[src/rtl/bba_ram.sv]
// ----------------------------------------------------------------------------
// bba_ram
// Generic single-port RAM, registered read that returns the old contents on a write.
// ----------------------------------------------------------------------------
module bba_ram #(
   parameter int WIDTH = 8,
   parameter int DEPTH = 256
) (
   input  logic                     clock,
   input  logic                     we,
   input  logic [$clog2(DEPTH)-1:0] addr,
   input  logic [WIDTH-1:0]         wdata,
   output logic [WIDTH-1:0]         rdata
);

   logic [WIDTH-1:0] mem_ff [DEPTH];
   logic [WIDTH-1:0] rdata_ff;

   // array write and registered read
   always_ff @(posedge clock) begin
      if (we) begin
         mem_ff[addr] <= wdata;
      end
      rdata_ff <= mem_ff[addr];
   end

   assign rdata = rdata_ff;

endmodule

[config.mk]
export PLATFORM = sky130hd
export DESIGN_NAME = bba_ram
export DESIGN_NICKNAME = d
export VERILOG_FILES = /design/src/rtl/bba_ram.sv
export SDC_FILE = /design/constraint.sdc
export NUM_CORES = 2
export LEC_CHECK = 0
export ABC_AREA = 1
export BUFFER_PORTS_ARGS = -buffer_cell sky130_fd_sc_hd__buf_2
export CAP_MARGIN = 20
export CORE_MARGIN = 3
export CORE_UTILIZATION = 40
export DETAILED_ROUTE_END_ITERATION = 7
export GPL_ROUTABILITY_DRIVEN = 0
export PLACE_DENSITY_LB_ADDON = 0.25
export SETUP_SLACK_MARGIN = 0.15
export SLEW_MARGIN = 20
export SYNTH_ARGS = -nofsm -noshare
export SYNTH_HDL_FRONTEND = slang
export SYNTH_SLANG_ARGS = --single-unit
[constraint.sdc]
create_clock -name clock -period 4.9 [get_ports clock]
set_input_delay 0.245 -clock clock [delete_from_list [all_inputs] [get_ports clock]]
set_output_delay 0.245 -clock clock [all_outputs]
set_load 0.03 [all_outputs]
=== After elaboration in Yosys (flattened, before gate mapping) ===
Memories as Yosys holds them, arrays and structs flattened. A register that Yosys moved wholly into a read port is not among the register bits.
Cells that the tools add are included.

* Register bits: 0
* Latch bits: 0
* RAM bits: 2,048
* Bits in read-only memories: 0
* Bits of input ports: 18
* Output and inout port bits: 8
* Logic and storage cells: 3
* Memories: 1

{| class="wikitable"
|+ Memory list
! memory !! depth !! bits a word !! read ports !! clocked after memory_dff !! write ports !! RTL line !! RTL
|-
| mem_ff || 256 || 8 || 1 || 1 || 1 || 16 || <nowiki>logic [WIDTH-1:0] mem_ff [DEPTH];</nowiki>
|}

* Add/sub/neg operators: 0
* Multipliers: 0
* Div/mod/pow operators: 0
* Magnitude comparators: 0
* Equality and inequality tests: 0
* Shift operators: 0
* Mux-type cells: 2
* Bitwise operators: 0
* Reduce and logical (&&, ||, !) cells: 0

{| class="wikitable"
|+ Operators with widths
! kind !! number
|-
| $mux W1 || 2
|}

=== Logic depth before layout (Yosys ltp) ===
* Depth after elaboration: 2
* Gate-level depth with buffers: 15
* Mapped depth without buffers: 13

=== Least setup slack after synthesis ===
Ideal clock, no wire load.

* Path type: input-to-reg
* Start: input port addr[1]
* End: memory mem_ff[234][0], enable pin
* Setup time: 370 ps
* Arrival: 1,715 ps
* Data required time: 4,530 ps
* Path slack: 2,815 ps
* Cell stages on the path: 10
* Path buffers: 4
* Cell sequence: buf_4 > inv_4 > nor2_8 > buf_4 > buf_4 > inv_2 > nor2_1 > nand2_1 > clkbuf_1 > nor2_1

{| class="wikitable"
|+ RTL lines
! item !! RTL line !! RTL
|-
| start, declared || 11 || <nowiki>input logic [$clog2(DEPTH)-1:0] addr,</nowiki>
|-
| end, declared || 16 ||
|}

No word-level cell before the write port.

==> results.md <==
- Synthesized instance count: around 8000
- Worst Skew: around 0.038 ns
- TritonCTS clock tree: built
- IO buf count: 25
- Area of the multi-input gates: about 21000 µm²
- Average size of a mapped cell: ~11 µm²
- Critical path fanouts, max: about 110
- GRT Total Usage: 21.4%
- Final hold vios: 0
- FF/Latch Area: between 60000 and 70000 µm²
- P_sw: around 8.6 mW
- Fmax: 351 MHz
- Seq/Total Area, Yosys: between 70% and 80%
- RSZ-0062 raised after global routing: false
- DRC: 0
- Post-synth cell types: 18
- Syn_nets: between 8000 and 9000
- Total routed wirelength: 236000 µm
- TritonRoute pass-1 iters: 5
- Largest net degree at the start of global routing: about 180
- Worst min-delay path class: in -> reg
- Die footprint: ~220000 µm²
- Hold Crit Endpoint: rdata[7]$_DFF_P_
- Placeable Area: 210000 µm²
- Ratio of final minimum period to clock period: 58.1%
- Reg2reg setup slack: between 2 and 2.5 ns
- Worst Reg-to-Reg Cells: 12
- Worst EP required: about 5.6 ns
- Die W: roughly 470 µm
- Sw Ratio: 22.9%
- Number of global-route vias before repair: roughly 54000
- Clock Path Buffers: 3
- Flop pwr share: around half
- Drt initial violations: just over 5000
- CTS Sinks: around 2000
- Tot Pwr: roughly 38 mW
- Seq cells post-synth: 2056
- Clock latency on the worst-skew pair: about 0.85 ns
- Clock Root Buffer: clkbuf_16
- CP Launch Type: input pin
- Congestion Overflow GR: 0
- Initial antenna violation count: 8
- Max Cap Violations: 0
- Fillcell total: 19616
- Via density: around 5
- Cell leakage power: around 37 nW
- Endpoints failing setup: 0
- Clock share of power: a little over two fifths
- Clock Pin Slew Worst Setup and Hold Paths: ~0.060 ns
- Hold depth: 5
- Initial Utilization: approximately two fifths
- PwrDens: between 300 and 400 nW/µm²
- Row count: approximately 170
- Ys Warns: 0
- Status: finished clean
- WP data arrival: 3.57 ns
- Slew Limit Headroom: approximately a quarter
- Ports: 26
- Mapped cell area: 84900 µm²
- Comb pwr share: 5.6%
- Number of CTS-inserted buffers: 213
- Peak supply drop: 0.359 mV
- Antenna-violating nets left: 0
- Routed len/inst: about 22 µm
- Min Tclk post-route: roughly 2.8 ns
- Final Slew Violations: 0
- TNS Setup: 0 ns
- Kind of critical path: in -> reg
- P_int: between 20 and 30 mW
- Final worst hold slack: between 0.2 and 0.25 ns
- Area grow syn2layout: 11.9%
- Vias: approximately 56000
- R2R Path Start: mem_ff[181][5]$_DFFE_PP_
- HP Start: addr[7]
- DP HPWL: 133000 µm
- Setup crit end kind: register
- Final net count: 7964
- Worst Tran Pin Value: around 1.1 ns
- H-tree Lvls: 4
- FF-to-FF End: rdata[5]$_DFF_P_
- First-pass GRT wire length: between 300000 and 400000 µm
- Die span in y: between 400 and 500 µm
- Layout cell share with drive strength beyond 1: between 5 and 6%
state kept, by name (all words and copies together), names as in the netlist:
name / flops
mem_ff: 2048
rdata: 8
worst max-delay path by stage:
stage                                     endpoint  slack [ns]                      from  cells after the start
after floorplan           mem_ff[234][0]$_DFFE_PP_        2.81                   addr[1]                     10
after global placement            rdata[1]$_DFF_P_        1.28                   addr[0]                     15
after detailed placement          rdata[6]$_DFF_P_        1.26                   addr[0]                     15
after CTS                         rdata[3]$_DFF_P_        2.18  mem_ff[181][3]$_DFFE_PP_                     12
after global routing              rdata[3]$_DFF_P_        1.97  mem_ff[182][3]$_DFFE_PP_                     12
final                             rdata[5]$_DFF_P_        2.05                   addr[0]                     15
repair_timing:
action	CTS	global route
hold buffers	8	0
gates resized for setup	0	0
hold endpoints to repair	440	0
setup buffers	0	0
power by group through the flow:
| stage | Combinational [mW] | Clock (mW) | Sequential, mW |
|---|---|---|---|
| 6_report | 2.13 | 16.2 | 19.4 |
| 5_1_grt | 2.33 | 17.1 | 19.4 |
| 4_1_cts | 2.14 | 16.5 | 19.4 |
| 3_5_place_dp | 2.12 | 0 | 19.8 |
| 3_3_place_gp | 2.12 | 0 | 19.8 |
| 2_1_floorplan | 1.10 | 0 | 19.8 |
logic make-up after synthesis:
family,synth area share (%)
compound gates,1.13
simple gates,23.8
buf+inv,2.36
flops,72.7
layer usage:
metal,GRT usage [%],wire length [µm],vias to the layer above
li1,-,-,26226
met4,6.77,7160,2
met2,34.4,110000,1895
met1,29.9,102000,27061
met3,3.47,16100,344
met5,0,13,-
worst max-delay path, stage by stage:
cell and delay (ns):
buf_8 0.35, inv_8 0.32, buf_12 0.35, nand2_1 0.10, nand2_1 0.05, nand2_1 0.05
nand2_1 0.05, nand2_1 0.05, nand2_1 0.10, o21ai_0 0.51, nand2_1 0.22, nor2_1 0.32
nor2_1 0.07, nor2_1 0.54, nand2_1 0.10
cell type report:
cell class,count,area share [%]
clock inverters,141,1.60
flip-flops and latches,2056,64.9
repair buffers,127,1.41
inverters,35,0.174
diodes,5,0.0132
well taps,2805,3.70
clock buffers,254,5.80
multi-input cells,5513,22.4
per-stage QoR:
step	utilization, %	area, µm²	setup slack, ns	std cells
floorplan	-	84900	2.81	8021
global placement	41.8	87800	1.28	10527
detailed placement	41.8	87800	1.26	10528
CTS	45.2	94900	2.18	10931
global route	45.2	94900	1.97	10933
finish	45.2	95000	2.05	10936
layout by cell type (no fill, tap or decap), drive strengths merged:
master       count
nand2         4771
edfxtp        2048
nor2           362
clkbuf         254
nand3          188
o21ai          160
buf            119
clkinv         107
inv             40
a21oi           32
bufinv          23
dlygate4sd3      8
dfxtp            8
clkinvlp         6
diode            5
synthesized netlist by cell type (all sizes together):
| cell | n | share of area, % |
|---|---|---|
| a21oi | 32 | 0.19 |
| buf | 247 | 1.4 |
| clkbuf | 170 | 0.75 |
| dfxtp | 8 | 0.19 |
| edfxtp | 2048 | 72 |
| inv | 35 | 0.16 |
| nand2 | 4771 | 21 |
| nand3 | 188 | 1.1 |
| nor2 | 362 | 1.6 |
| o21ai | 160 | 0.94 |
Note: power is estimated with default switching activity, not from simulation.
