`config.mk`:
```
export PLATFORM = sky130hd
export DESIGN_NAME = bba_ctrl
export DESIGN_NICKNAME = d
export VERILOG_FILES = /design/src/rtl/bba_pkg.sv /design/src/rtl/bba_ctrl.sv
export SDC_FILE = /design/constraint.sdc
export NUM_CORES = 1
export LEC_CHECK = 0
export BUFFER_PORTS_ARGS = -buffer_cell sky130_fd_sc_hd__buf_4
export CAP_MARGIN = 25
export CORE_AREA = 2 2 228 230
export CTS_CLUSTER_SIZE = 40
export DETAILED_ROUTE_END_ITERATION = 8
export DIE_AREA = 0 0 230 232
export PLACE_DENSITY = 0.67
export SYNTH_ARGS = -nofsm -noshare
export SYNTH_HDL_FRONTEND = slang
export SYNTH_SLANG_ARGS = --single-unit
```
`constraint.sdc`:
```
create_clock -name clock -period 13.05 [get_ports clock]
set_input_delay 0.6525 -clock clock [delete_from_list [all_inputs] [get_ports clock]]
set_output_delay 0.6525 -clock clock [all_outputs]
set_load 0.005 [all_outputs]
```
`src/rtl/bba_pkg.sv`:
```
// ----------------------------------------------------------------------------
// bba_pkg
// Shared types, constants and index helpers for the buddy block allocator.
// ----------------------------------------------------------------------------
package bba_pkg;

   // region geometry
   localparam int REGION_LOG2 = 16;
   localparam int LEAF_LOG2   = 4;
   localparam int LEVELS      = REGION_LOG2 - LEAF_LOG2 + 1;
   localparam int IDX_W       = REGION_LOG2 - LEAF_LOG2;
   localparam int LEAVES      = 1 << IDX_W;
   localparam int LINK_W      = IDX_W + 1;
   localparam int LVL_W       = $clog2(LEVELS);
   localparam int BYTES_W     = REGION_LOG2 + 1;

   // item field widths
   localparam int REQ_W = 17;
   localparam int OFF_W = 16;
   localparam int SZL_W = $clog2(REQ_W + 1);

   // end-of-list marker
   localparam logic [LINK_W-1:0] NIL = LINK_W'(LEAVES);

   // metadata block reserved after reset
   localparam int META_REQ_LOG2 = LEVELS - 3;
   localparam int META_LOG2     = (META_REQ_LOG2 > LEAF_LOG2) ? META_REQ_LOG2 : LEAF_LOG2;
   localparam int META_LVL      = REGION_LOG2 - META_LOG2;
   localparam int META_BYTES    = 1 << META_LOG2;
   localparam int META_PAR_LIM  = (META_LVL == 0) ? 0 : (1 << (META_LVL - 1));
   localparam int META_SPAN     = 1 << (IDX_W - META_LVL);

   // item kinds
   localparam logic KIND_ALLOC = 1'b0;
   localparam logic KIND_FREE  = 1'b1;

   // result status codes
   localparam logic STATUS_OK   = 1'b0;
   localparam logic STATUS_FAIL = 1'b1;

   typedef struct packed {
      logic              kind;
      logic [REQ_W-1:0]  request_bytes;
      logic [OFF_W-1:0]  block_offset;
   } req_type;

   typedef struct packed {
      logic              status;
      logic [OFF_W-1:0]  granted_offset;
   } rsp_type;

   // list links of one leaf
   typedef struct packed {
      logic [LINK_W-1:0] next;
      logic [LINK_W-1:0] prev;
   } link_type;

   // split mark and pair parity of one tree node
   typedef struct packed {
      logic split;
      logic parity;
   } bits_type;

   typedef struct packed {
      logic             we;
      logic [IDX_W-1:0] addr;
      link_type         wdata;
   } link_cmd_type;

   typedef struct packed {
      logic             we;
      logic [IDX_W-1:0] addr;
      bits_type         wdata;
   } bit_cmd_type;

   // block span in leaves at a level
   function automatic logic [IDX_W:0] span_of(input logic [LVL_W-1:0] lvl);
      return {{IDX_W{1'b0}}, 1'b1} << (LVL_W'(IDX_W) - lvl);
   endfunction

   // node index shared by the pair parity at level k and the split mark of the parent
   function automatic logic [IDX_W-1:0] bit_idx(input logic [IDX_W-1:0] x,
                                                input logic [LVL_W-1:0] k);
      logic [IDX_W:0] base;
      logic [IDX_W:0] sh;
      logic [IDX_W:0] sum;
      base = ({{IDX_W{1'b0}}, 1'b1} << (k - 1'b1)) - 1'b1;
      sh   = {1'b0, x} >> (LVL_W'(IDX_W + 1) - k);
      sum  = base + sh;
      return sum[IDX_W-1:0];
   endfunction

   // node bits set by the metadata allocation
   function automatic logic meta_bit(input logic [IDX_W-1:0] i);
      logic [IDX_W:0] w;
      w = {1'b0, i};
      return ((w & (w + 1'b1)) == '0) && (w < (IDX_W + 1)'(META_PAR_LIM));
   endfunction

   // right halves pushed by the metadata allocation
   function automatic logic meta_link(input logic [IDX_W-1:0] i);
      logic [IDX_W:0] w;
      w = {1'b0, i};
      return (w != '0) && ((w & (w - 1'b1)) == '0) && (w >= (IDX_W + 1)'(META_SPAN));
   endfunction

   // free-list heads after reset
   function automatic logic [LINK_W-1:0] head_reset(input logic [LVL_W-1:0] lvl);
      logic [LINK_W-1:0] h;
      h = NIL;
      if ((lvl != '0) && (lvl <= LVL_W'(META_LVL))) begin
         h = span_of(lvl);
      end
      return h;
   endfunction

endpackage

```
`src/rtl/bba_ctrl.sv`:
```
// ----------------------------------------------------------------------------
// bba_ctrl
// Sequencer: clearing pass, level search, split and merge walks over the
// link and node-bit memories, free-list heads and byte budget.
// ----------------------------------------------------------------------------
module bba_ctrl (
   input  logic                  clock,
   input  logic                  reset,
   input  logic                  start,
   input  bba_pkg::req_type      req_item,
   input  logic                  slot_free,
   output logic                  idle,
   output logic                  done,
   output bba_pkg::rsp_type      result,
   output bba_pkg::link_cmd_type link_cmd,
   input  bba_pkg::link_type     link_rd,
   output bba_pkg::bit_cmd_type  bit_cmd,
   input  bba_pkg::bits_type     bit_rd
);

   typedef enum logic [4:0] {
      S_CLEAR, S_IDLE,
      S_A_SIZE, S_A_SRCH, S_A_POP, S_A_NXT_WR, S_A_PAR_RD, S_A_PAR_WR,
      S_A_SPL_RD, S_A_SPL_WR, S_A_FIN,
      S_F_SRCH_RD, S_F_SRCH_CK, S_F_ALIGN, S_F_MRG_RD, S_F_MRG_CK,
      S_U_RD, S_U_CK, S_U_P_WR, S_U_N_RD, S_U_N_WR,
      S_P_START, S_P_H_WR, S_P_X,
      S_DONE
   } state_type;

   state_type                         state_ff, state_in;
   logic [bba_pkg::REQ_W-1:0]         req_ff, req_in;
   logic [bba_pkg::IDX_W-1:0]         x_ff, x_in;
   logic [bba_pkg::IDX_W-1:0]         b_ff, b_in;
   logic [bba_pkg::IDX_W-1:0]         gnt_ff, gnt_in;
   logic [bba_pkg::IDX_W-1:0]         clr_ff, clr_in;
   logic [bba_pkg::LVL_W-1:0]         lvl_ff, lvl_in;
   logic [bba_pkg::LVL_W-1:0]         j_ff, j_in;
   logic [bba_pkg::BYTES_W-1:0]       size_ff, size_in;
   logic [bba_pkg::BYTES_W-1:0]       bytes_ff, bytes_in;
   logic [bba_pkg::LINK_W-1:0]        n_ff, n_in;
   logic [bba_pkg::LINK_W-1:0]        p_ff, p_in;
   logic                              fail_ff, fail_in;
   logic [bba_pkg::LINK_W-1:0]        heads_ff [bba_pkg::LEVELS];

   logic                              head_we;
   logic [bba_pkg::LVL_W-1:0]         head_widx;
   logic [bba_pkg::LINK_W-1:0]        head_wdata;
   logic [bba_pkg::LVL_W-1:0]         head_ridx;
   logic [bba_pkg::LINK_W-1:0]        head_rd;

   logic [bba_pkg::REQ_W-1:0]         reqc;
   logic [bba_pkg::REQ_W-1:0]         rm1;
   logic [bba_pkg::SZL_W-1:0]         c_log2;
   logic [bba_pkg::BYTES_W-1:0]       a_size;
   logic [bba_pkg::BYTES_W:0]         a_total;
   logic                              a_fail;
   logic [bba_pkg::BYTES_W-1:0]       f_size;
   logic [bba_pkg::IDX_W:0]           sp;
   logic [bba_pkg::IDX_W:0]           right;
   logic [bba_pkg::IDX_W-1:0]         nd_idx;

   // request rounded up to a power of two
   always_comb begin
      reqc = (req_ff < bba_pkg::REQ_W'(1 << bba_pkg::LEAF_LOG2)) ?
             bba_pkg::REQ_W'(1 << bba_pkg::LEAF_LOG2) : req_ff;
      rm1  = reqc - 1'b1;
      c_log2 = '0;
      for (int i = 0; i < bba_pkg::REQ_W; i++) begin
         if (rm1[i]) begin
            c_log2 = bba_pkg::SZL_W'(i + 1);
         end
      end
      a_size  = {{(bba_pkg::BYTES_W-1){1'b0}}, 1'b1} << c_log2;
      a_total = {1'b0, a_size} + {1'b0, bytes_ff};
      a_fail  = (c_log2 > bba_pkg::SZL_W'(bba_pkg::REGION_LOG2)) ||
                (a_total > (bba_pkg::BYTES_W + 1)'(1 << bba_pkg::REGION_LOG2));
   end

   // level helpers
   assign f_size    = {{(bba_pkg::BYTES_W-1){1'b0}}, 1'b1} <<
                      (bba_pkg::SZL_W'(bba_pkg::REGION_LOG2) - bba_pkg::SZL_W'(lvl_ff));
   assign sp        = bba_pkg::span_of(lvl_ff);
   assign right     = {1'b0, x_ff} + bba_pkg::span_of(j_ff);
   assign head_ridx = (state_ff == S_P_START) ? lvl_ff : j_ff;
   assign head_rd   = heads_ff[head_ridx];

   // next state and memory commands
   always_comb begin
      state_in   = state_ff;
      req_in     = req_ff;
      x_in       = x_ff;
      b_in       = b_ff;
      gnt_in     = gnt_ff;
      clr_in     = clr_ff;
      lvl_in     = lvl_ff;
      j_in       = j_ff;
      size_in    = size_ff;
      bytes_in   = bytes_ff;
      n_in       = n_ff;
      p_in       = p_ff;
      fail_in    = fail_ff;
      head_we    = 1'b0;
      head_widx  = j_ff;
      head_wdata = bba_pkg::NIL;
      nd_idx     = '0;
      link_cmd   = '{we: 1'b0, addr: x_ff, wdata: '{next: bba_pkg::NIL, prev: bba_pkg::NIL}};
      bit_cmd    = '{we: 1'b0, addr: '0, wdata: '{split: 1'b0, parity: 1'b0}};
      done       = 1'b0;

      unique case (state_ff)
         // sweep the node bits and seed the metadata split
         S_CLEAR: begin
            bit_cmd.we           = 1'b1;
            bit_cmd.addr         = clr_ff;
            bit_cmd.wdata.split  = bba_pkg::meta_bit(clr_ff);
            bit_cmd.wdata.parity = bba_pkg::meta_bit(clr_ff);
            link_cmd.we          = bba_pkg::meta_link(clr_ff);
            link_cmd.addr        = clr_ff;
            clr_in               = clr_ff + 1'b1;
            if (clr_ff == '1) begin
               state_in = S_IDLE;
            end
         end

         S_IDLE: begin
            if (start) begin
               req_in = req_item.request_bytes;
               x_in   = bba_pkg::IDX_W'(req_item.block_offset >> bba_pkg::LEAF_LOG2);
               if (req_item.kind == bba_pkg::KIND_ALLOC) begin
                  state_in = S_A_SIZE;
               end else begin
                  j_in     = bba_pkg::LVL_W'(bba_pkg::LEVELS - 1);
                  state_in = S_F_SRCH_RD;
               end
            end
         end

         // size class and budget check
         S_A_SIZE: begin
            if (a_fail) begin
               fail_in  = 1'b1;
               gnt_in   = '0;
               state_in = S_DONE;
            end else begin
               lvl_in   = bba_pkg::LVL_W'(bba_pkg::SZL_W'(bba_pkg::REGION_LOG2) - c_log2);
               j_in     = bba_pkg::LVL_W'(bba_pkg::SZL_W'(bba_pkg::REGION_LOG2) - c_log2);
               size_in  = a_size;
               state_in = S_A_SRCH;
            end
         end

         // nearest non-empty level at or above the target
         S_A_SRCH: begin
            if (head_rd != bba_pkg::NIL) begin
               x_in          = head_rd[bba_pkg::IDX_W-1:0];
               link_cmd.addr = head_rd[bba_pkg::IDX_W-1:0];
               state_in      = S_A_POP;
            end else if (j_ff == '0) begin
               fail_in  = 1'b1;
               gnt_in   = '0;
               state_in = S_DONE;
            end else begin
               j_in = j_ff - 1'b1;
            end
         end

         // pop the head
         S_A_POP: begin
            head_we    = 1'b1;
            head_widx  = j_ff;
            head_wdata = link_rd.next;
            n_in       = link_rd.next;
            if (link_rd.next != bba_pkg::NIL) begin
               link_cmd.addr = link_rd.next[bba_pkg::IDX_W-1:0];
               state_in      = S_A_NXT_WR;
            end else begin
               state_in = S_A_PAR_RD;
            end
         end

         S_A_NXT_WR: begin
            link_cmd.we         = 1'b1;
            link_cmd.addr       = n_ff[bba_pkg::IDX_W-1:0];
            link_cmd.wdata.next = link_rd.next;
            link_cmd.wdata.prev = bba_pkg::NIL;
            state_in            = S_A_PAR_RD;
         end

         // toggle the parity of the popped block's pair
         S_A_PAR_RD: begin
            if (j_ff != '0) begin
               bit_cmd.addr = bba_pkg::bit_idx(x_ff, j_ff);
               state_in     = S_A_PAR_WR;
            end else begin
               j_in     = j_ff + 1'b1;
               state_in = (j_ff < lvl_ff) ? S_A_SPL_RD : S_A_FIN;
            end
         end

         S_A_PAR_WR: begin
            bit_cmd.we           = 1'b1;
            bit_cmd.addr         = bba_pkg::bit_idx(x_ff, j_ff);
            bit_cmd.wdata.split  = bit_rd.split;
            bit_cmd.wdata.parity = ~bit_rd.parity;
            j_in                 = j_ff + 1'b1;
            state_in             = (j_ff < lvl_ff) ? S_A_SPL_RD : S_A_FIN;
         end

         // split one level: right half becomes the level's only free block
         S_A_SPL_RD: begin
            head_we       = 1'b1;
            head_widx     = j_ff;
            head_wdata    = {1'b0, right[bba_pkg::IDX_W-1:0]};
            link_cmd.we   = 1'b1;
            link_cmd.addr = right[bba_pkg::IDX_W-1:0];
            bit_cmd.addr  = bba_pkg::bit_idx(x_ff, j_ff);
            state_in      = S_A_SPL_WR;
         end

         S_A_SPL_WR: begin
            bit_cmd.we           = 1'b1;
            bit_cmd.addr         = bba_pkg::bit_idx(x_ff, j_ff);
            bit_cmd.wdata.split  = 1'b1;
            bit_cmd.wdata.parity = ~bit_rd.parity;
            if (j_ff == lvl_ff) begin
               state_in = S_A_FIN;
            end else begin
               j_in     = j_ff + 1'b1;
               state_in = S_A_SPL_RD;
            end
         end

         S_A_FIN: begin
            bytes_in = bytes_ff + size_ff;
            gnt_in   = x_ff;
            fail_in  = 1'b0;
            state_in = S_DONE;
         end

         // level of the freed block from the deepest split parent
         S_F_SRCH_RD: begin
            bit_cmd.addr = bba_pkg::bit_idx(x_ff, j_ff);
            state_in     = S_F_SRCH_CK;
         end

         S_F_SRCH_CK: begin
            if (bit_rd.split) begin
               lvl_in   = j_ff;
               state_in = S_F_ALIGN;
            end else if (j_ff == bba_pkg::LVL_W'(1)) begin
               lvl_in   = '0;
               state_in = S_F_ALIGN;
            end else begin
               j_in     = j_ff - 1'b1;
               state_in = S_F_SRCH_RD;
            end
         end

         // align and release the budget, saturating at zero
         S_F_ALIGN: begin
            nd_idx   = bba_pkg::IDX_W'(sp - 1'b1);
            x_in     = x_ff & ~nd_idx;
            bytes_in = (bytes_ff >= f_size) ? (bytes_ff - f_size) : '0;
            state_in = S_F_MRG_RD;
         end

         // merge walk
         S_F_MRG_RD: begin
            if (lvl_ff == '0) begin
               state_in = S_P_START;
            end else begin
               bit_cmd.addr = bba_pkg::bit_idx(x_ff, lvl_ff);
               state_in     = S_F_MRG_CK;
            end
         end

         S_F_MRG_CK: begin
            bit_cmd.we   = 1'b1;
            bit_cmd.addr = bba_pkg::bit_idx(x_ff, lvl_ff);
            if (!bit_rd.parity) begin
               bit_cmd.wdata.split  = bit_rd.split;
               bit_cmd.wdata.parity = 1'b1;
               state_in             = S_P_START;
            end else begin
               b_in     = x_ff ^ sp[bba_pkg::IDX_W-1:0];
               state_in = S_U_RD;
            end
         end

         // unlink the buddy from its level list
         S_U_RD: begin
            link_cmd.addr = b_ff;
            state_in      = S_U_CK;
         end

         S_U_CK: begin
            p_in = link_rd.prev;
            n_in = link_rd.next;
            if (link_rd.prev != bba_pkg::NIL) begin
               link_cmd.addr = link_rd.prev[bba_pkg::IDX_W-1:0];
               state_in      = S_U_P_WR;
            end else begin
               head_we    = 1'b1;
               head_widx  = lvl_ff;
               head_wdata = link_rd.next;
               state_in   = S_U_N_RD;
            end
         end

         S_U_P_WR: begin
            link_cmd.we         = 1'b1;
            link_cmd.addr       = p_ff[bba_pkg::IDX_W-1:0];
            link_cmd.wdata.next = n_ff;
            link_cmd.wdata.prev = link_rd.prev;
            state_in            = S_U_N_RD;
         end

         S_U_N_RD: begin
            if (n_ff != bba_pkg::NIL) begin
               link_cmd.addr = n_ff[bba_pkg::IDX_W-1:0];
               state_in      = S_U_N_WR;
            end else begin
               x_in     = x_ff & ~sp[bba_pkg::IDX_W-1:0];
               lvl_in   = lvl_ff - 1'b1;
               state_in = S_F_MRG_RD;
            end
         end

         S_U_N_WR: begin
            link_cmd.we         = 1'b1;
            link_cmd.addr       = n_ff[bba_pkg::IDX_W-1:0];
            link_cmd.wdata.next = link_rd.next;
            link_cmd.wdata.prev = p_ff;
            x_in                = x_ff & ~sp[bba_pkg::IDX_W-1:0];
            lvl_in              = lvl_ff - 1'b1;
            state_in            = S_F_MRG_RD;
         end

         // push the block onto its level list
         S_P_START: begin
            n_in = head_rd;
            if (head_rd != bba_pkg::NIL) begin
               link_cmd.addr = head_rd[bba_pkg::IDX_W-1:0];
               state_in      = S_P_H_WR;
            end else begin
               state_in = S_P_X;
            end
         end

         S_P_H_WR: begin
            link_cmd.we         = 1'b1;
            link_cmd.addr       = n_ff[bba_pkg::IDX_W-1:0];
            link_cmd.wdata.next = link_rd.next;
            link_cmd.wdata.prev = {1'b0, x_ff};
            state_in            = S_P_X;
         end

         S_P_X: begin
            link_cmd.we         = 1'b1;
            link_cmd.addr       = x_ff;
            link_cmd.wdata.next = n_ff;
            link_cmd.wdata.prev = bba_pkg::NIL;
            head_we             = 1'b1;
            head_widx           = lvl_ff;
            head_wdata          = {1'b0, x_ff};
            gnt_in              = '0;
            fail_in             = 1'b0;
            state_in            = S_DONE;
         end

         // hand the item over once the output slot is free
         S_DONE: begin
            if (slot_free) begin
               done     = 1'b1;
               state_in = S_IDLE;
            end
         end

         default: begin
            state_in = S_IDLE;
         end
      endcase
   end

   assign idle                  = (state_ff == S_IDLE);
   assign result.status         = fail_ff ? bba_pkg::STATUS_FAIL : bba_pkg::STATUS_OK;
   assign result.granted_offset = bba_pkg::OFF_W'({gnt_ff, {bba_pkg::LEAF_LOG2{1'b0}}});

   // state and registered values
   always_ff @(posedge clock) begin
      if (reset) begin
         state_ff <= S_CLEAR;
         clr_ff   <= '0;
         bytes_ff <= bba_pkg::BYTES_W'(bba_pkg::META_BYTES);
         fail_ff  <= 1'b0;
         for (int i = 0; i < bba_pkg::LEVELS; i++) begin
            heads_ff[i] <= bba_pkg::head_reset(bba_pkg::LVL_W'(i));
         end
      end else begin
         state_ff <= state_in;
         clr_ff   <= clr_in;
         bytes_ff <= bytes_in;
         fail_ff  <= fail_in;
         if (head_we) begin
            heads_ff[head_widx] <= head_wdata;
         end
      end
      req_ff  <= req_in;
      x_ff    <= x_in;
      b_ff    <= b_in;
      gnt_ff  <= gnt_in;
      lvl_ff  <= lvl_in;
      j_ff    <= j_in;
      size_ff <= size_in;
      n_ff    <= n_in;
      p_ff    <= p_in;
   end

endmodule

```
Word-level counts from Yosys, hierarchy flattened
Memory sizes are Yosys's and may differ from the RTL's.
Cells that the tools add are included.
{ "totals": {"input_bits": 66, "memories": 1, "ram_bits": 169, "regBits": 139} }
{ "op_classes": {"shift": 8, "n_mux": 102, "n_reduce_logical": 37, "n_addsub": 22, "eq_ne": 47, "n_bitwise": 9, "magnitude_cmp": 7} }
{ "mem_list": {"columns": ["name", "words", "word_bits", "rd", "rd_clocked_by_memory_dff", "write_ports", "line", "rtl"], "rows": [
  ["heads_ff", 13, 13, 1, 0, 13, "bba_ctrl.sv:44", "logic [bba_pkg::LINK_W-1:0] heads_ff [bba_pkg::LEVELS];"]
]} }
{ "ops": {"columns": ["operator", "n"], "rows": [
  ["$mux W12", 11],
  ["$pmux W26 S5", 1],
  ["$pmux W12 S5", 2],
  ["$mux W5", 23],
  ["$pmux W5 S23", 1],
  ["$pmux W12 S9", 1],
  ["$mux W13", 8],
  ["$mux W4", 17],
  ["$ne A13 B13 Y1 const B", 4],
  ["$pmux W13 S4", 1],
  ["$pmux W12 S4", 1],
  ["$shl A1 B4 Y12 const A", 4],
  ["$eq A5 B5 Y1 const B", 9],
  ["$eq A5 B4 Y1 const B", 8],
  ["$add A12 B12 Y12", 3],
  ["$sub A12 B1 Y12 const B", 3],
  ["$mux W17", 2],
  ["$pmux W17 S2", 1],
  ["$shl A1 B5 Y17 const A", 2],
  ["$ne A2 B2 Y1 const B", 14],
  ["$pmux W4 S7", 1],
  ["$and A12 B13 Y13", 2],
  ["$logic_not A13 Y1", 2],
  ["$pmux W13 S2", 1],
  ["other kinds (58)", 110]
]} }

Longest topological paths before layout
{ "depth": {"depth_word": 26, "depth_mapped": 29, "ltp_nobuf": 27} }

Worst setup path after synthesis
OpenSTA, ideal clock, no wires.
{ "synth_path": {"path_kind": "flip-flop to flip-flop", "from": "reg req_ff[7] (netlist name)", "to": "reg lvl_ff[0] (netlist name), enable pin", "t_arrival_ns": 6.816, "slack_ns": 5.905, "path_stages_with_launch": 28, "cell_sequence": "edfxtp_1 -> clkbuf_1 -> nor4_2 -> nand4b_1 -> nand2_1 -> ha_1 -> nand2_1 -> or4_1 -> clkbuf_1 -> nor3_1 -> mux2i_1 -> nor3b_1 -> a211oi_1 -> inv_1 -> ha_1 -> and3_1 -> ha_1 -> clkbuf_1 -> o21a_1 -> o31a_1 -> o221a_2 -> or4_1 -> nand2_1 -> a31oi_1 -> a2111o_1 -> a211oi_2 -> nor2_1 -> nor2_1"} }
{ "synth_between": {"elab_chain_cells": 26} }
{ "synth_lines": {"columns": ["element", "line", "rtl"], "rows": [
  ["start: declaration", "bba_ctrl.sv:32", "logic [bba_pkg::REQ_W-1:0] req_ff, req_in;"],
  ["start signal: assignment", "bba_ctrl.sv:409", "req_ff <= req_in;"],
  ["$lt A17 B5 Y1", "bba_ctrl.sv:65", "reqc = (req_ff < bba_pkg::REQ_W'(1 << bba_pkg::LEAF_LOG2)) ?"],
  ["$mux W17 (*)", "bba_ctrl.sv:65", null],
  ["$sub A17 B1 Y17 (*)", "bba_ctrl.sv:67", "rm1 = reqc - 1'b1;"],
  ["$mux W1", "bba_ctrl.sv:70", "if (rm1[i]) begin"],
  ["$mux W2", "bba_ctrl.sv:70", null],
  ["$mux W5 (14 in series)", "bba_ctrl.sv:70", null],
  ["$mux W5 (*)", "bba_ctrl.sv:70", null],
  ["$shl A1 B5 Y17 (*)", "bba_ctrl.sv:74", "a_size = {{(bba_pkg::BYTES_W-1){1'b0}}, 1'b1} << c_log2;"],
  ["via a_size, one bit", "bba_ctrl.sv:55", "logic [bba_pkg::BYTES_W-1:0] a_size;"],
  ["$add A17 B17 Y18 (*)", "bba_ctrl.sv:75", "a_total = {1'b0, a_size} + {1'b0, bytes_ff};"],
  ["$gt A18 B17 Y1 (*)", "bba_ctrl.sv:77", "(a_total > (bba_pkg::BYTES_W + 1)'(1 << bba_pkg::REGION_LOG2));"],
  ["$logic_or A1 B1 Y1 (*)", "bba_ctrl.sv:76", "a_fail = (c_log2 > bba_pkg::SZL_W'(bba_pkg::REGION_LOG2)) ||"],
  ["$ne A2 B2 Y1 (no source line) (*)", null, null],
  ["$reduce_and A4 Y1 (no source line) (*)", null, null],
  ["end signal: assignment", "bba_ctrl.sv:413", "lvl_ff <= lvl_in;"],
  ["end: declaration", "bba_ctrl.sv:37", "logic [bba_pkg::LVL_W-1:0] lvl_ff, lvl_in;"]
]} }
The timed path passes the listed nets; every way through them passes the cells marked *.
A chain may end at the register's enable or synchronous reset.

Final worst setup path
{ "layout_path": {"from": "reg req_ff[8] (netlist name)", "to": "reg gnt_ff[7] (netlist name), enable pin"} }
{ "layout_between": {"elab_chain_cells": 26} }
{ "layout_lines": {"columns": ["element", "line", "rtl"], "rows": [
  ["$lt A17 B5 Y1", "bba_ctrl.sv:65", null],
  ["$mux W17 (*)", "bba_ctrl.sv:65", null],
  ["$sub A17 B1 Y17 (*)", "bba_ctrl.sv:67", null],
  ["$mux W1", "bba_ctrl.sv:70", null],
  ["$mux W2", "bba_ctrl.sv:70", null],
  ["$mux W5 (14 in series)", "bba_ctrl.sv:70", null],
  ["$mux W5 (*)", "bba_ctrl.sv:70", null],
  ["$shl A1 B5 Y17 (*)", "bba_ctrl.sv:74", null],
  ["via a_size, one bit", "bba_ctrl.sv:55", null],
  ["$add A17 B17 Y18 (*)", "bba_ctrl.sv:75", null],
  ["$gt A18 B17 Y1 (*)", "bba_ctrl.sv:77", null],
  ["$logic_or A1 B1 Y1 (*)", "bba_ctrl.sv:76", null],
  ["$ne A2 B2 Y1 (no source line) (*)", null, null],
  ["$reduce_and A4 Y1 (no source line) (*)", null, null],
  ["end signal: assignment", "bba_ctrl.sv:412", "gnt_ff <= gnt_in;"],
  ["end: declaration", "bba_ctrl.sv:35", "logic [bba_pkg::IDX_W-1:0] gnt_ff, gnt_in;"]
]} }
Marked as above.

==> key figures <==
Floorplanning
  – Chip height: 232 um
  – Die W: 230 um
  – Core Box Area: 50890 um2
  – Die Outline Area: around 53000 um2
  – IO Count: between 100 and 150
  – Starting density of the core: 49.36%
  – Rows: 83

STA
  – Fmax: 123.5 MHz
  – Hold Slack: 0.2238 ns
  – Setup violations, final: 0
  – RSZ-0062 raised after global routing: false
  – Fin. Hold Viols: 0
  – Rel. slew slack: a little over a fifth
  – Worst slew pin tran: 1.161 ns
  – Period utilization: 62.06%
  – Final Critical Period: around 8.1 ns
  – Slew Viols, Final: 0
  – Clock Skews: 0.04026 ns
  – Setup TNS: 0 ns

Routing
  – DR WL/cell: 24.86 um
  – Vias/cell: between 6 and 7
  – DR vias: 22680
  – Remaining DRCs: 4
  – ANT nets after route: 0
  – Initial detailed-routing violation count: between 2000 and 3000
  – Total iterations of the first detailed-routing run: 9
  – Routed WL: 87110 um

Clock tree
  – Clock Path Buffers: 3
  – Setup Buffers After CTS: 0
  – Hold_buf cts: 0
  – Root Buffer: clkbuf_16
  – Clk sink count: 347
  – Clock buffer count from CTS: roughly 40
  – CTS HTree Levels: 2
  – CTS tree: built
  – Skew-Pair Late Insertion Delay: ~0.61 ns
  – Clock transition at the registers of the reported paths: 0.06 ns
  – Number of gates resized after CTS: 0

Cells and area
  – Most common cell after layout, fill and taps aside: nor2_1
  – # fillers: about 4600
  – Final cell count without fillers: around 3500
  – Utilization after layout: 55.49%
  – Most frequent cells in the layout: nor2_1, edfxtp_1, nand2_1, buf_4, a21oi_1
  – Share of layout cells above drive strength 1: between 10% and 20%
  – Post-layout nets: 3017
  – Layout area overhead: 12.41%

Yosys
  – EDFF count, synth: 312
  – Avg Inst Size Synth: a little over 9 um2
  – Sequential area share after synthesis: 40.09%
  – Mapped cell area: between 20000 and 30000 um2
  – Mapped Cells: 2724
  – Synth Flop Type: edfxtp_1
  – Yosys reg bits: 347
  – Count of cell types in the netlist: 101
  – Yosys warns: 0
  – Synth async-reset ratio: 0%

Critical path
  – R2R depth: 26
  – Crit path buffers/inverters: 3
  – Critical Path End Type: flip-flop
  – Crit path required time: 13.27 ns
  – Critical path class: reg -> reg
  – Max FO, Critical Path: 20
  – Most used cell, CP: ha_1
  – WP depth: 26
  – CP startpoint kind: flip-flop
  – Worst stage delay on the critical path: roughly 0.9 ns
  – Critical path arrival: roughly 8.3 ns
  – CP max stage cell: a2111oi_4
  – Crit path max-delay family: compound AO/OA/AOI/OAI gates

Min path
  – Hold WC Path Type: in -> reg
  – Worst hold stages: 1

Global route
  – First-pass GRT wire length: between 100000 and 150000 um
  – Initial antenna violation count: 2
  – Grt total ovfl: 0
  – Largest net degree at the start of global routing: 45
  – Vias in the first global route: 21210
  – Overall routing resource usage: 31.93%

Pwr
  – Maximum VDD drop: 0.1184 mV
  – Static Leak: 11.11 nW
  – Power density cells: roughly 120 nW/um2

Status
  – Outcome: finished, violations left
  – Failing checks: design-rule violations

Job
  – Number of max-cap violations: 0

Placed design
  – Number of port buffers: between 100 and 150
  – RePlAce Congestion: 0.9864
  – Post-Place Cells: 3426
  – DP HPWL: between 60000 and 70000 um
-- final cells by class --
| cell class | instances | area (um2) | area share [%] |
|---|---|---|---|
| inverters | 131 | 491.7 | 1.742 |
| diodes | 1 | 2.502 | 0.008863 |
| well taps | 680 | 850.8 | 3.013 |
| clock buffers | 48 | 1052 | 3.727 |
| clock inverters | 26 | 380.4 | 1.347 |
| repair buffers | 189 | 1436 | 5.087 |
| multi-input cells | 2082 | 13950 | 49.41 |
| flip-flops and latches | 347 | 10070 | 35.67 |
-- worst register-to-register path, cell delays in order, from the launching register on --
cell and delay, ns:
edfxtp_1 0.50, nor4_2 0.68, nand4b_1 0.30, nand2_1 0.18, ha_1 0.46, nand2_1 0.11, or4_1 0.58, o41ai_1 0.28
o311ai_0 0.25, a211oi_1 0.32, buf_4 0.21, ha_1 0.21, ha_1 0.19, and2_1 0.16, ha_1 0.17, inv_1 0.05
fa_1 0.39, nor2b_1 0.21, o31a_1 0.23, o221a_2 0.24, a21oi_1 0.12, o21ai_0 0.24, a21oi_1 0.12, a21oi_1 0.30
a211oi_4 0.11, buf_8 0.18, a2111oi_4 0.91
-- stage by stage --
step,setup WS (ns),instance area (um2),power [W]
floorplan,5.905,25130,0.001900
global placement,4.911,26740,0.002212
detailed placement,4.841,26760,0.002230
CTS,4.803,28200,0.003458
global route,4.382,28230,0.003603
finish,4.951,28230,0.003468
-- path summary, 6_finish.rpt --
| path | end | startpoint | slack [ns] |
|---|---|---|---|
| hold reg to reg | fail_ff$_SDFFE_PP0P_ | fail_ff$_SDFFE_PP0P_ | 0.47 |
| setup reg to reg | gnt_ff[7]$_SDFFCE_PN0P_ | req_ff[8]$_DFFE_PP_ | 4.95 |
| hold / removal | req_ff[6]$_DFFE_PP_ | req_item[22] | 0.22 |
| setup / recovery | gnt_ff[7]$_SDFFCE_PN0P_ | req_ff[8]$_DFFE_PP_ | 4.95 |
-- per-layer routing --
metal | part of all wire, % | vias up | routed length, um | GRT usage (%)
li1 | - | 10260 | - | -
met3 | 8.7 | 233 | 7588 | 5.231
met5 | 0.014 | - | 12 | 0
met2 | 45 | 1199 | 38910 | 50.25
met4 | 5.2 | 2 | 4551 | 15.28
met1 | 41 | 10990 | 36050 | 43.01
-- synth_stat cells, types with 17 or more instances --
cell / instances / share of area [%]
and3_1: 28 / 0.70
and2_1: 38 / 0.95
mux2_2: 17 / 0.76
a21o_1: 31 / 0.93
o21ai_0: 100 / 2.0
nand2_1: 228 / 3.4
nand3_1: 107 / 2.1
o211ai_1: 25 / 0.75
or2_2: 17 / 0.42
a21oi_1: 160 / 3.2
xor2_1: 35 / 1.2
nor4_1: 29 / 0.72
a211oi_1: 38 / 1.1
a222oi_1: 21 / 0.84
nand2b_1: 44 / 1.1
o22ai_1: 42 / 1.0
a31oi_1: 21 / 0.52
nand4_1: 20 / 0.50
nor2_1: 357 / 5.3
a221oi_1: 28 / 0.98
mux2i_1: 84 / 3.3
dfxtp_1: 35 / 2.8
edfxtp_1: 312 / 37
a22oi_1: 25 / 0.75
clkbuf_1: 127 / 1.9
ha_1: 153 / 7.6
nor2b_1: 28 / 0.70
nor3_1: 62 / 1.2
xnor2_1: 59 / 2.1
inv_1: 128 / 1.9
-- flip-flops by register name, summed over array words and instances (netlist names), 12 cells and up --
register	flops
p_ff	13
heads_ff	208
size_ff	17
b_ff	12
req_ff	17
bytes_ff	17
x_ff	12
n_ff	13
clr_ff	12
gnt_ff	12
-- power breakdown --
group | switching [W] | total, W | leakage [nW] | internal [W]
sequential | 0.0000732 | 0.00133 | 3.32 | 0.00125
combinational | 0.000546 | 0.000907 | 7.09 | 0.000361
clock | 0.000492 | 0.00123 | 0.695 | 0.000742
total | 0.00111 | 0.00347 | 11.1 | 0.00236
-- cells by family after synthesis --
| kind of cell | synth area share (%) |
|---|---|
| other cells | 0.01493 |
| flops | 40.09 |
| compound gates | 18.42 |
| buf+inv | 4.777 |
| simple gates | 20.08 |
| xor+xnor | 3.278 |
| mux | 5.246 |
| fa+ha+maj | 8.100 |
(Power assumes the default switching activity.)
